`src/hdl/tos_pkg.sv`:
```
// ----------------------------------------------------------------------------
// tos_pkg
// Shared types and constants for the TCP option scanner.
// ----------------------------------------------------------------------------
package tos_pkg;

  localparam logic [7:0] KIND_END     = 8'd0;
  localparam logic [7:0] KIND_PAD     = 8'd1;
  localparam logic [7:0] MIN_OPT_LEN  = 8'd2;
  localparam logic [7:0] TARGET_RESET = 8'd8;

  localparam int QDEPTH = 2;
  localparam int QPTR_W = (QDEPTH > 1) ? $clog2(QDEPTH) : 1;
  localparam int QCNT_W = $clog2(QDEPTH + 1);

  typedef enum logic [1:0] {
    PH_KIND = 2'd0,
    PH_LEN  = 2'd1,
    PH_SKIP = 2'd2,
    PH_STOP = 2'd3
  } phase_e;

  typedef enum logic [1:0] {
    ST_END      = 2'd0,
    ST_RAN_OUT  = 2'd1,
    ST_SHORT    = 2'd2,
    ST_OVERRUN  = 2'd3
  } status_e;

  // classified byte as it travels from front to back
  typedef struct packed {
    logic [7:0] data;
    logic       is_end;
    logic       is_pad;
    logic       kind_hit;
    logic       pad_hit;
    logic       last;
    logic       empty;
  } item_t;

endpackage

```
`src/hdl/tos_front.sv`:
```
// ----------------------------------------------------------------------------
// tos_front
// Holds the target kind register and classifies incoming option bytes.
// ----------------------------------------------------------------------------
module tos_front (
  input  logic          clk_i,
  input  logic          rst_ni,
  input  logic          cfg_valid_i,
  output logic          cfg_ready_o,
  input  logic [7:0]    cfg_data_i,
  input  logic          in_valid_i,
  output logic          in_ready_o,
  input  logic [7:0]    option_byte_i,
  input  logic          last_byte_i,
  input  logic          empty_area_i,
  output logic          push_o,
  output tos_pkg::item_t push_item_o,
  input  logic          q_full_i
);
  import tos_pkg::*;

  logic [7:0] target_kind_q;

  assign cfg_ready_o = 1'b1;

  always_ff @(posedge clk_i or negedge rst_ni) begin
    if (!rst_ni) begin
      target_kind_q <= TARGET_RESET;
    end else if (cfg_valid_i) begin
      target_kind_q <= cfg_data_i;
    end
  end

  assign in_ready_o = !q_full_i;
  assign push_o     = in_valid_i && !q_full_i;

  always_comb begin
    push_item_o.data     = option_byte_i;
    push_item_o.is_end   = (option_byte_i == KIND_END);
    push_item_o.is_pad   = (option_byte_i == KIND_PAD);
    push_item_o.kind_hit = (option_byte_i == target_kind_q);
    push_item_o.pad_hit  = (target_kind_q == KIND_PAD);
    push_item_o.last     = last_byte_i;
    push_item_o.empty    = empty_area_i;
  end

endmodule

```
`src/hdl/tos_queue.sv`:
```
// ----------------------------------------------------------------------------
// tos_queue
// Short FIFO of classified bytes between front and back.
// ----------------------------------------------------------------------------
module tos_queue (
  input  logic           clk_i,
  input  logic           rst_ni,
  input  logic           push_i,
  input  tos_pkg::item_t push_item_i,
  output logic           full_o,
  output logic           valid_o,
  output tos_pkg::item_t head_o,
  input  logic           pop_i
);
  import tos_pkg::*;

  item_t             entry_q [QDEPTH];
  logic [QPTR_W-1:0] wr_ptr_q, wr_ptr_d;
  logic [QPTR_W-1:0] rd_ptr_q, rd_ptr_d;
  logic [QCNT_W-1:0] count_q, count_d;

  assign full_o  = (count_q == QCNT_W'(QDEPTH));
  assign valid_o = (count_q != '0);
  assign head_o  = entry_q[rd_ptr_q];

  always_comb begin
    wr_ptr_d = wr_ptr_q;
    rd_ptr_d = rd_ptr_q;
    count_d  = count_q;
    if (push_i) begin
      wr_ptr_d = (wr_ptr_q == QPTR_W'(QDEPTH - 1)) ? '0 : wr_ptr_q + 1'b1;
    end
    if (pop_i) begin
      rd_ptr_d = (rd_ptr_q == QPTR_W'(QDEPTH - 1)) ? '0 : rd_ptr_q + 1'b1;
    end
    if (push_i && !pop_i) begin
      count_d = count_q + 1'b1;
    end else if (!push_i && pop_i) begin
      count_d = count_q - 1'b1;
    end
  end

  always_ff @(posedge clk_i or negedge rst_ni) begin
    if (!rst_ni) begin
      wr_ptr_q <= '0;
      rd_ptr_q <= '0;
      count_q  <= '0;
    end else begin
      wr_ptr_q <= wr_ptr_d;
      rd_ptr_q <= rd_ptr_d;
      count_q  <= count_d;
    end
  end

  always_ff @(posedge clk_i) begin
    if (push_i) begin
      entry_q[wr_ptr_q] <= push_item_i;
    end
  end

  a_no_overflow: assert property (@(posedge clk_i) disable iff (!rst_ni)
    push_i |-> !full_o) else $error("queue push while full");
  a_no_underflow: assert property (@(posedge clk_i) disable iff (!rst_ni)
    pop_i |-> valid_o) else $error("queue pop while empty");
  a_count_range: assert property (@(posedge clk_i) disable iff (!rst_ni)
    count_q <= QCNT_W'(QDEPTH)) else $error("queue count out of range");

endmodule

```
`src/hdl/tos_back.sv`:
```
// ----------------------------------------------------------------------------
// tos_back
// Option walker: updates scan state per byte and registers the area result.
// ----------------------------------------------------------------------------
module tos_back (
  input  logic           clk_i,
  input  logic           rst_ni,
  input  logic           q_valid_i,
  input  tos_pkg::item_t head_i,
  output logic           pop_o,
  output logic           out_valid_o,
  input  logic           out_ready_i,
  output logic           target_found_o,
  output logic [1:0]     scan_status_o
);
  import tos_pkg::*;

  phase_e     phase_q, phase_d;
  logic [7:0] skip_q, skip_d;
  logic       opt_tgt_q, opt_tgt_d;
  logic       seen_q, seen_d;
  status_e    held_q, held_d;

  logic       out_valid_q;
  logic       found_q;
  status_e    status_q;

  logic       ends_area;
  logic       res_found;
  status_e    res_status;

  // next state
  always_comb begin
    phase_d   = phase_q;
    skip_d    = skip_q;
    opt_tgt_d = opt_tgt_q;
    seen_d    = seen_q;
    held_d    = held_q;
    if (!head_i.empty) begin
      unique case (phase_q)
        PH_KIND: begin
          if (head_i.is_end) begin
            phase_d = PH_STOP;
            held_d  = ST_END;
          end else if (head_i.is_pad) begin
            if (head_i.pad_hit) seen_d = 1'b1;
          end else begin
            opt_tgt_d = head_i.kind_hit;
            phase_d   = PH_LEN;
          end
        end
        PH_LEN: begin
          if (head_i.data < MIN_OPT_LEN) begin
            phase_d = PH_STOP;
            held_d  = ST_SHORT;
          end else if (head_i.data == MIN_OPT_LEN) begin
            seen_d    = seen_q | opt_tgt_q;
            opt_tgt_d = 1'b0;
            phase_d   = PH_KIND;
          end else begin
            skip_d  = head_i.data - MIN_OPT_LEN;
            phase_d = PH_SKIP;
          end
        end
        PH_SKIP: begin
          if (skip_q <= 8'd1) begin
            skip_d    = '0;
            seen_d    = seen_q | opt_tgt_q;
            opt_tgt_d = 1'b0;
            phase_d   = PH_KIND;
          end else begin
            skip_d = skip_q - 8'd1;
          end
        end
        PH_STOP: begin
        end
        default: begin
        end
      endcase
    end
  end

  // outputs
  always_comb begin
    ends_area = head_i.last || head_i.empty;
    res_found = seen_d;
    unique case (phase_d)
      PH_KIND:          res_status = ST_RAN_OUT;
      PH_LEN, PH_SKIP:  res_status = ST_OVERRUN;
      PH_STOP:          res_status = held_d;
      default:          res_status = held_d;
    endcase
    pop_o = q_valid_i && (!ends_area || !out_valid_q || out_ready_i);
  end

  always_ff @(posedge clk_i or negedge rst_ni) begin
    if (!rst_ni) begin
      phase_q   <= PH_KIND;
      skip_q    <= '0;
      opt_tgt_q <= 1'b0;
      seen_q    <= 1'b0;
      held_q    <= ST_END;
    end else if (pop_o) begin
      if (ends_area) begin
        phase_q   <= PH_KIND;
        skip_q    <= '0;
        opt_tgt_q <= 1'b0;
        seen_q    <= 1'b0;
        held_q    <= ST_END;
      end else begin
        phase_q   <= phase_d;
        skip_q    <= skip_d;
        opt_tgt_q <= opt_tgt_d;
        seen_q    <= seen_d;
        held_q    <= held_d;
      end
    end
  end

  always_ff @(posedge clk_i or negedge rst_ni) begin
    if (!rst_ni) begin
      out_valid_q <= 1'b0;
    end else if (pop_o && ends_area) begin
      out_valid_q <= 1'b1;
    end else if (out_ready_i) begin
      out_valid_q <= 1'b0;
    end
  end

  always_ff @(posedge clk_i) begin
    if (pop_o && ends_area) begin
      found_q  <= res_found;
      status_q <= res_status;
    end
  end

  assign out_valid_o    = out_valid_q;
  assign target_found_o = found_q;
  assign scan_status_o  = status_q;

  a_skip_only_in_skip: assert property (@(posedge clk_i) disable iff (!rst_ni)
    (phase_q != PH_SKIP) |-> (skip_q == '0)) else $error("stray skip count");
  a_no_target_at_kind: assert property (@(posedge clk_i) disable iff (!rst_ni)
    (phase_q == PH_KIND) |-> !opt_tgt_q) else $error("target flag left set");
  a_result_loaded: assert property (@(posedge clk_i) disable iff (!rst_ni)
    (pop_o && ends_area) |=> out_valid_q) else $error("result not loaded");
  a_state_cleared: assert property (@(posedge clk_i) disable iff (!rst_ni)
    (pop_o && ends_area) |=> (phase_q == PH_KIND && !seen_q))
    else $error("scan state not cleared after area");

endmodule

```
`src/hdl/tcp_option_scanner_top.sv`:
```
// ----------------------------------------------------------------------------
// tcp_option_scanner_top
// Walks TCP option areas byte by byte and reports target presence and
// scan termination per area.
//
//   channel  direction  payload                                  transfer
//   cfg      in         cfg_data_i (target kind)                 valid/ready
//   in       in         option_byte_i, last_byte_i, empty_area_i valid/ready
//   out      out        target_found_o, scan_status_o            valid/ready
//
// One byte per cycle sustained while out_ready_i takes results; out_valid_o rises
// after the byte that ends its area passes the queue entry, then the output register.
// A two-entry queue separates the classifier from the walker; while a result
// waits, bytes keep flowing until an area-ending byte reaches the walker and
// the queue fills, then in_ready_o drops.
// Reset restores target kind 8 and an empty scan; cfg_ready_o is always high.
// ----------------------------------------------------------------------------
module tcp_option_scanner_top (
  input  logic       clk_i,
  input  logic       rst_ni,
  input  logic       cfg_valid_i,
  output logic       cfg_ready_o,
  input  logic [7:0] cfg_data_i,
  input  logic       in_valid_i,
  output logic       in_ready_o,
  input  logic [7:0] option_byte_i,
  input  logic       last_byte_i,
  input  logic       empty_area_i,
  output logic       out_valid_o,
  input  logic       out_ready_i,
  output logic       target_found_o,
  output logic [1:0] scan_status_o
);
  import tos_pkg::*;

  logic  push;
  item_t push_item;
  logic  q_full;
  logic  q_valid;
  item_t q_head;
  logic  pop;

  tos_front u_front (
    .clk_i         (clk_i),
    .rst_ni        (rst_ni),
    .cfg_valid_i   (cfg_valid_i),
    .cfg_ready_o   (cfg_ready_o),
    .cfg_data_i    (cfg_data_i),
    .in_valid_i    (in_valid_i),
    .in_ready_o    (in_ready_o),
    .option_byte_i (option_byte_i),
    .last_byte_i   (last_byte_i),
    .empty_area_i  (empty_area_i),
    .push_o        (push),
    .push_item_o   (push_item),
    .q_full_i      (q_full)
  );

  tos_queue u_queue (
    .clk_i       (clk_i),
    .rst_ni      (rst_ni),
    .push_i      (push),
    .push_item_i (push_item),
    .full_o      (q_full),
    .valid_o     (q_valid),
    .head_o      (q_head),
    .pop_i       (pop)
  );

  tos_back u_back (
    .clk_i          (clk_i),
    .rst_ni         (rst_ni),
    .q_valid_i      (q_valid),
    .head_i         (q_head),
    .pop_o          (pop),
    .out_valid_o    (out_valid_o),
    .out_ready_i    (out_ready_i),
    .target_found_o (target_found_o),
    .scan_status_o  (scan_status_o)
  );

endmodule
```
`config.mk`:
```
export PLATFORM = sky130hd
export DESIGN_NAME = tcp_option_scanner_top
export DESIGN_NICKNAME = d
export VERILOG_FILES = /design/src/hdl/tos_pkg.sv /design/src/hdl/tos_front.sv /design/src/hdl/tos_queue.sv /design/src/hdl/tos_back.sv /design/src/hdl/tcp_option_scanner_top.sv
export SDC_FILE = /design/constraint.sdc
export NUM_CORES = 1
export LEC_CHECK = 0
export BUFFER_PORTS_ARGS = -buffer_cell sky130_fd_sc_hd__buf_2
export CORE_UTILIZATION = 29
export DETAILED_ROUTE_END_ITERATION = 8
export HOLD_SLACK_MARGIN = 0.15
export MAX_ROUTING_LAYER = met4
export PLACE_DENSITY = 0.55
export SLEW_MARGIN = 5
export SYNTH_ARGS = -nofsm -noshare
export SYNTH_HDL_FRONTEND = slang
export SYNTH_SLANG_ARGS = --single-unit
export TNS_END_PERCENT = 100
```
`constraint.sdc`:
```
create_clock -name clk_i -period 7 [get_ports clk_i]
set_input_delay 1.4 -clock clk_i [delete_from_list [all_inputs] [get_ports clk_i]]
set_output_delay 1.4 -clock clk_i [all_outputs]
set_load 0.01 [all_outputs]
```
After elaboration in Yosys (flattened, before gate mapping)
Memories as Yosys holds them, arrays and structs flattened.
Cells that the tools add are included.
- add/subtract/negate cells: 6
- multiply operators: 0
- div/mod/pow operators: 0
- magnitude comparators: 2
- eq/ne operators: 17
- shift-type cells: 0
- muxes and demuxes: 45
- bitwise gates (word level): 1
- reductions and logical operators: 24
- operators with widths (cell ; number):
    two-way mux 8 bit ; 5
    two-way mux 2 bit ; 13
    two-way mux 1 bit ; 21
    == test 8 x 1 -> 1 bit, second input constant ; 2
    case mux 8 bit (2 select lines) ; 1
    != test 3 x 2 -> 1 bit, second input constant ; 4
    case mux 2 bit (3 select lines) ; 2
    == test 2 bit, second input constant ; 4
    == test 8 x 2 -> 1 bit, second input constant ; 1
    == test 8 bit ; 1
    <= comparator 8 x 1 -> 1 bit, second input constant ; 1
    logical NOT 8 bit ; 1
    < comparator 8 x 2 -> 1 bit, second input constant ; 1
    AND reduction 8 bit ; 1
    subtractor 8 x 1 -> 8 bit, second input constant ; 1
    subtractor 8 x 2 -> 8 bit, second input constant ; 1
    != test 3 x 1 -> 1 bit, second input constant ; 2
    case mux 1 bit (3 select lines) ; 2
    nonzero test 2 bit ; 3
    logical AND 1 bit ; 5
    logical NOT 1 bit ; 5
    AND reduction 5 bit ; 1
    == test 2 x 1 -> 1 bit, second input constant ; 2
    logical NOT 2 bit ; 2
    10 further kinds ; 13
- flip-flop bits (word level): 30
- bits in latches: 0
- memory bits (writable): 28
- memory bits (read-only): 0
- input bits: 23
- output and inout port bits: 6
- word-level logic and storage cells: 108
- memories: 1
- memories (memory ; depth ; bits a word ; rd ports ; clocked after Yosys merged registers in ; write ports ; line ; text):
    u_queue.entry_q ; 2 ; 14 ; 1 ; 0 ; 1 ; tos_queue.sv:17 ; item_t entry_q [QDEPTH];

Longest topological paths before layout
An unclocked memory read counts as a cell.
- depth in word-level cells: 9
- mapped depth: 10
- mapped depth without buffers: 10

Hierarchy
Synthesis repeated with hierarchy kept, for this count alone.
- cells, all modules: 271
- area, all modules: 3233.1 sq um
- modules (own cells, without submodules) (module ; times used ; cells each ; area an instance (sq um) ; seq. area each (sq um)):
    tos_back ; 1 ; 161 ; 1456.4 ; 465.4
    tos_queue ; 1 ; 60 ; 1252.5 ; 940.9
    tos_front ; 1 ; 50 ; 524.3 ; 201.4

Worst setup path before layout
Ideal clock, no wire load.
- kind: input port to flip-flop
- from: in out_ready_i
- to: reg u_queue.count_q[1]
- library setup time: 125 ps
- arrival time: 2434 ps
- required time: 6875 ps
- path slack: 4440 ps
- stages: 6
- buffers on the path: 0
- path through: nand2b_1 -> o31ai_4 -> ha_1 -> xor2_1 -> nor2_1 -> xor2_1
- longest elaborated chain between the ends: 5
- elaborated cells between the ends (all ways): 7
- classes of those cells: mux (1); reduce/logical (6)
- RTL lines (item ; line ; text):
    start, declared ; tcp_option_scanner_top.sv:30 ; input logic out_ready_i,
    logical OR 1 bit (*) ; tos_back.sv:93 ; pop_o = q_valid_i && (!ends_area || !out_valid_q || out_ready_i);
    logical AND 1 bit (*) ; tos_back.sv:93 ;
    logical NOT 1 bit ; tos_queue.sv:36 ; if (push_i && !pop_i) begin
    logical AND 1 bit ; tos_queue.sv:36 ;
    two-way mux 2 bit or nonzero test 2 bit (tied branches) ; -- ;
    end signal, assigned ; tos_queue.sv:51 ; count_q <= count_d;
    end, declared ; tos_queue.sv:20 ; logic [QCNT_W-1:0] count_q, count_d;
Every way passes the cells marked *; elsewhere a longest branch is shown, timed or not.
A chain may end at the register's enable or synchronous reset.

Worst setup path in the final report
- from: reg u_queue.rd_ptr_q
- to: reg u_back.status_q[1], in the netlist u_back.scan_status_o[1] (data pin)
- longest elaborated chain between the ends: 9
- elaborated cells between the ends (all ways): 19
- classes of those cells: order compare (1); eq/ne (4); mux (11); reduce/logical (2); memory (1)
- RTL lines (item ; line ; text):
    start, declared ; tos_queue.sv:19 ; logic [QPTR_W-1:0] rd_ptr_q, rd_ptr_d;
    start signal, assigned ; tos_queue.sv:50 ; rd_ptr_q <= rd_ptr_d;
    memory read (2 x 14 bit) (*) ; -- ;
    parallel branches: the longest is 7 deep, another holds < comparator 8 x 2 -> 1 bit ; -- ;
    case mux 2 bit (3 select lines) (*) ; tos_back.sv:87 ; unique case (phase_d)
    via u_back.res_status[1] ; tos_back.sv:30 ; status_e res_status;
    end signal, assigned ; tos_back.sv:133 ; status_q <= res_status;
    end, declared ; tos_back.sv:26 ; status_e status_q;
Mark *: on every way through the listed nets, which the timed path passes.

==> results.sh <==
export IMPL_viasPerCell=5.07
export IMPL_dieArea_mm2=0.0117
export IMPL_crit_path_start_kind="flip-flop"
export IMPL_timing_slew_headroom_pct=24.2
export IMPL_synth_warning_count=0
export IMPL_cts_hold_buf=0
export IMPL_tightest_slew_ps=1130
export IMPL_fin_worst_skew_ps=8.71
export IMPL_power_leakage_uw=0.00154
export IMPL_wl_um=7080
export IMPL_status="finished clean"
export IMPL_grt_pass1_vias=2408
export IMPL_die_y_um=108
export IMPL_overflow=0
export IMPL_critPathArrivalTime_ps=3170
export IMPL_drive_above_1_share_pct=21.6
export IMPL_synth_avg_cell_area_um2=11.2
export IMPL_ir_drop_mv=0.189
export IMPL_worst_path_max_fanout=24
export IMPL_remaining_drc_errors=0
export IMPL_syn2layout_area_growth_pct=18.1
export IMPL_yosys_top_cells_area="edfxtp_1 (28%), dfrtp_1 (20%), ha_1 (3.8%)"
export IMPL_dp_hpwl_um=5180
export IMPL_p_int_uw=1110
export IMPL_first_iter_violations=93
export IMPL_cts_tree="built"
export IMPL_crit_slowest_cell="or3b_2"
export IMPL_final_net_count=356
export IMPL_synth_ff_type="edfxtp_1"
export IMPL_seq_power_share_pct=31.1
export IMPL_period_needed_ps=2990
export IMPL_grt_antenna_before_repair=0
export IMPL_critPathMaxStageDelay_ps=470
export IMPL_yosys_area_top_type="edfxtp_1"
export IMPL_ys_ff_latch=58
export IMPL_cp_data_required_time_ps=7170
export IMPL_htreeDepth=3
export IMPL_fmax_mhz=334
export IMPL_hold_viol_final=0
export IMPL_core_area_mm2=0.0109
export IMPL_hold_slack_ps=492
export IMPL_path_clk_slew_ps=50
export IMPL_ys_types=65
export IMPL_clock_latency_ps=330
export IMPL_cts_sinks=58
export IMPL_rsz0062_at_grt="no"
export IMPL_crit_chain="buf_4 -> nor3_1 -> a22oi_1 -> nor3_2 -> o21ai_0 -> and2_1 -> ha_1 -> or3b_2 -> o22ai_1"
export IMPL_max_cap_violations=0
export IMPL_clock_path_buffers=2
export IMPL_finalSetupViolCount=0
export IMPL_syn_area_mm2=0.00328
export IMPL_grt_pass1_wl_um=12000
export IMPL_avgRoutedWirePerCell_um=15.1
export IMPL_postCtsSetupRepairBufs=0
export IMPL_path_buf_inv=1
export IMPL_critical_path_top_delay_family="simple AND/OR/NAND/NOR gates"
export IMPL_synth_edff_count=31
export IMPL_num_vias=2375
export IMPL_path_class="reg -> reg"
export IMPL_power_density_mw_per_mm2=462
export IMPL_placement_io_buffers=27
export IMPL_ys_seq_area_share_pct=49.0
export IMPL_fin_crit_sh_pct=42.8
export IMPL_fp_dieW_um=108
export IMPL_start_util_pct=30.0
export IMPL_placementRows=38
export IMPL_combPwrFrac_pct=42.6
export IMPL_slew_violations=0
export IMPL_grt_usage_pct=13.8
export IMPL_numCtsBuffers=9
export IMPL_setup_tns_ps=0
export IMPL_pwr_share_clk_pct=26.3
export IMPL_critPathCaptureType="flip-flop"
export IMPL_syn_nets=325
export IMPL_p_sw_uw=685
export IMPL_syn_inst=292
export IMPL_cts_resized=0
export IMPL_grt_start_max_net_pins=28
export IMPL_gp_congestion=0.776
export IMPL_hp_class="reg -> reg"
export IMPL_root_buffer="clkbuf_16"
export IMPL_io_pin_count=29
export IMPL_n_antenna_cell=0
export IMPL_yosysTopAreaCellShare_pct=28.4
export IMPL_drt_first_pass_iters=4
export IMPL_synthArstFlopShare_pct=46.6
export IMPL_drtAntennaViolNets=0
export IMPL_swShare_pct=38.3
[through the flow]
stage                     power [µW]  cells  utilization, %  cell area, µm²  setup WS [ps]
after floorplan                 1130    292               -            3280           4440
after global placement          1300    452            32.5            3560           4190
after detailed placement        1310    452            32.5            3560           4060
after CTS                       1800    468            35.5            3880           4040
after global routing            1920    468            35.5            3880           3800
final                           1790    468            35.5            3880           4010
[registers in the layout, summed over array words and instances, names as in the netlist, 2 cells and up]
register               cells
u_queue.count_q            2
u_queue.entry_q           28
u_back.skip_q              8
u_front.target_kind_q      8
u_back.held_q              2
u_back.scan_status_o       2
u_back.phase_q             2
[cells in the final DEF (no fill, tap or decap), types with 3 or more instances in the layout]
cell,Yosys,layout
a211o_1,3,3
a21oi_1,6,6
a22o_1,6,6
and2_1,4,4
and3_1,4,4
buf_2,2,27
clkbuf_16,0,9
dfrtp_1,26,26
edfxtp_1,31,31
ha_1,10,10
inv_1,13,13
mux2_2,11,11
mux2i_1,10,10
nand2_1,21,21
nand2b_1,4,4
nand3_1,5,5
nand4_1,6,6
nor2_1,20,20
nor3_1,9,9
nor3b_1,3,3
nor4_1,7,7
o211ai_1,5,5
o21ai_0,8,8
o22ai_1,4,4
o31a_1,3,3
or3_1,3,3
xnor2_1,14,14
xor2_1,4,4
[power groups by stage]
stage	clock (µW)	combinational, µW	sequential, µW
after floorplan	0	591	542
after global placement	0	743	559
after detailed placement	0	754	560
after CTS	480	759	555
after global routing	498	855	568
final	471	763	556
[routing by layer]
| metal | GRT usage [%] | wire length (µm) | vias to the layer above |
|---|---|---|---|
| met4 | 5.31 | 49 | 0 |
| li1 | - | - | 1164 |
| met2 | 21.8 | 3340 | 52 |
| met1 | 17.0 | 3440 | 1155 |
| met5 | - | 0 | - |
| met3 | 3.13 | 249 | 4 |
[logic make-up after synthesis]
kind of cell | count (synthesis) | synth area share, %
other | 1 | 0.114
buffers and inverters | 21 | 2.82
AOI/OAI and AO/OA | 59 | 14.6
adders and majority gates | 10 | 3.81
muxes | 21 | 6.82
xor gates and xnor gates | 18 | 4.80
and+or+nand+nor | 104 | 18.0
DFF | 58 | 49.0
[final timing paths]
kind                                                   start  depth (start not counted)                                 to  slack, ps
worst max-delay path            u_queue.rd_ptr_q$_DFFE_PN0P_                          9  u_back.scan_status_o[1]$_DFFE_PP_       4010
worst min register to register  u_queue.wr_ptr_q$_DFFE_PN0P_                          1       u_queue.wr_ptr_q$_DFFE_PN0P_        490
worst min-delay path            u_queue.wr_ptr_q$_DFFE_PN0P_                          1       u_queue.wr_ptr_q$_DFFE_PN0P_        490
max in group asynchronous                             rst_ni                          1       u_back.skip_q[2]$_DFFE_PN0P_       5460
min in group asynchronous                             rst_ni                          1       u_queue.wr_ptr_q$_DFFE_PN0P_       1110
worst max register to register  u_queue.rd_ptr_q$_DFFE_PN0P_                          9  u_back.scan_status_o[1]$_DFFE_PP_       4010
[final cells by class]
cell class	instances	area (µm²)
fill	1103	7060
sequential	58	1610
multi-input combinational	213	1580
clock buffer	11	243
tap	140	175
timing repair buffer	28	143
clock inverter	5	78.8
inverter	13	48.8
[synth_stat cells, types with 5 or more instances]
cell type / n
nor2_1: 20
xnor2_1: 14
nor3_1: 9
mux2_2: 11
mux2i_1: 10
nand4_1: 6
ha_1: 10
nand2_1: 21
a22o_1: 6
edfxtp_1: 31
a21oi_1: 6
o211ai_1: 5
nor4_1: 7
o21ai_0: 8
nand3_1: 5
dfrtp_1: 26
inv_1: 13
Note: power is estimated with default switching activity, not from simulation.
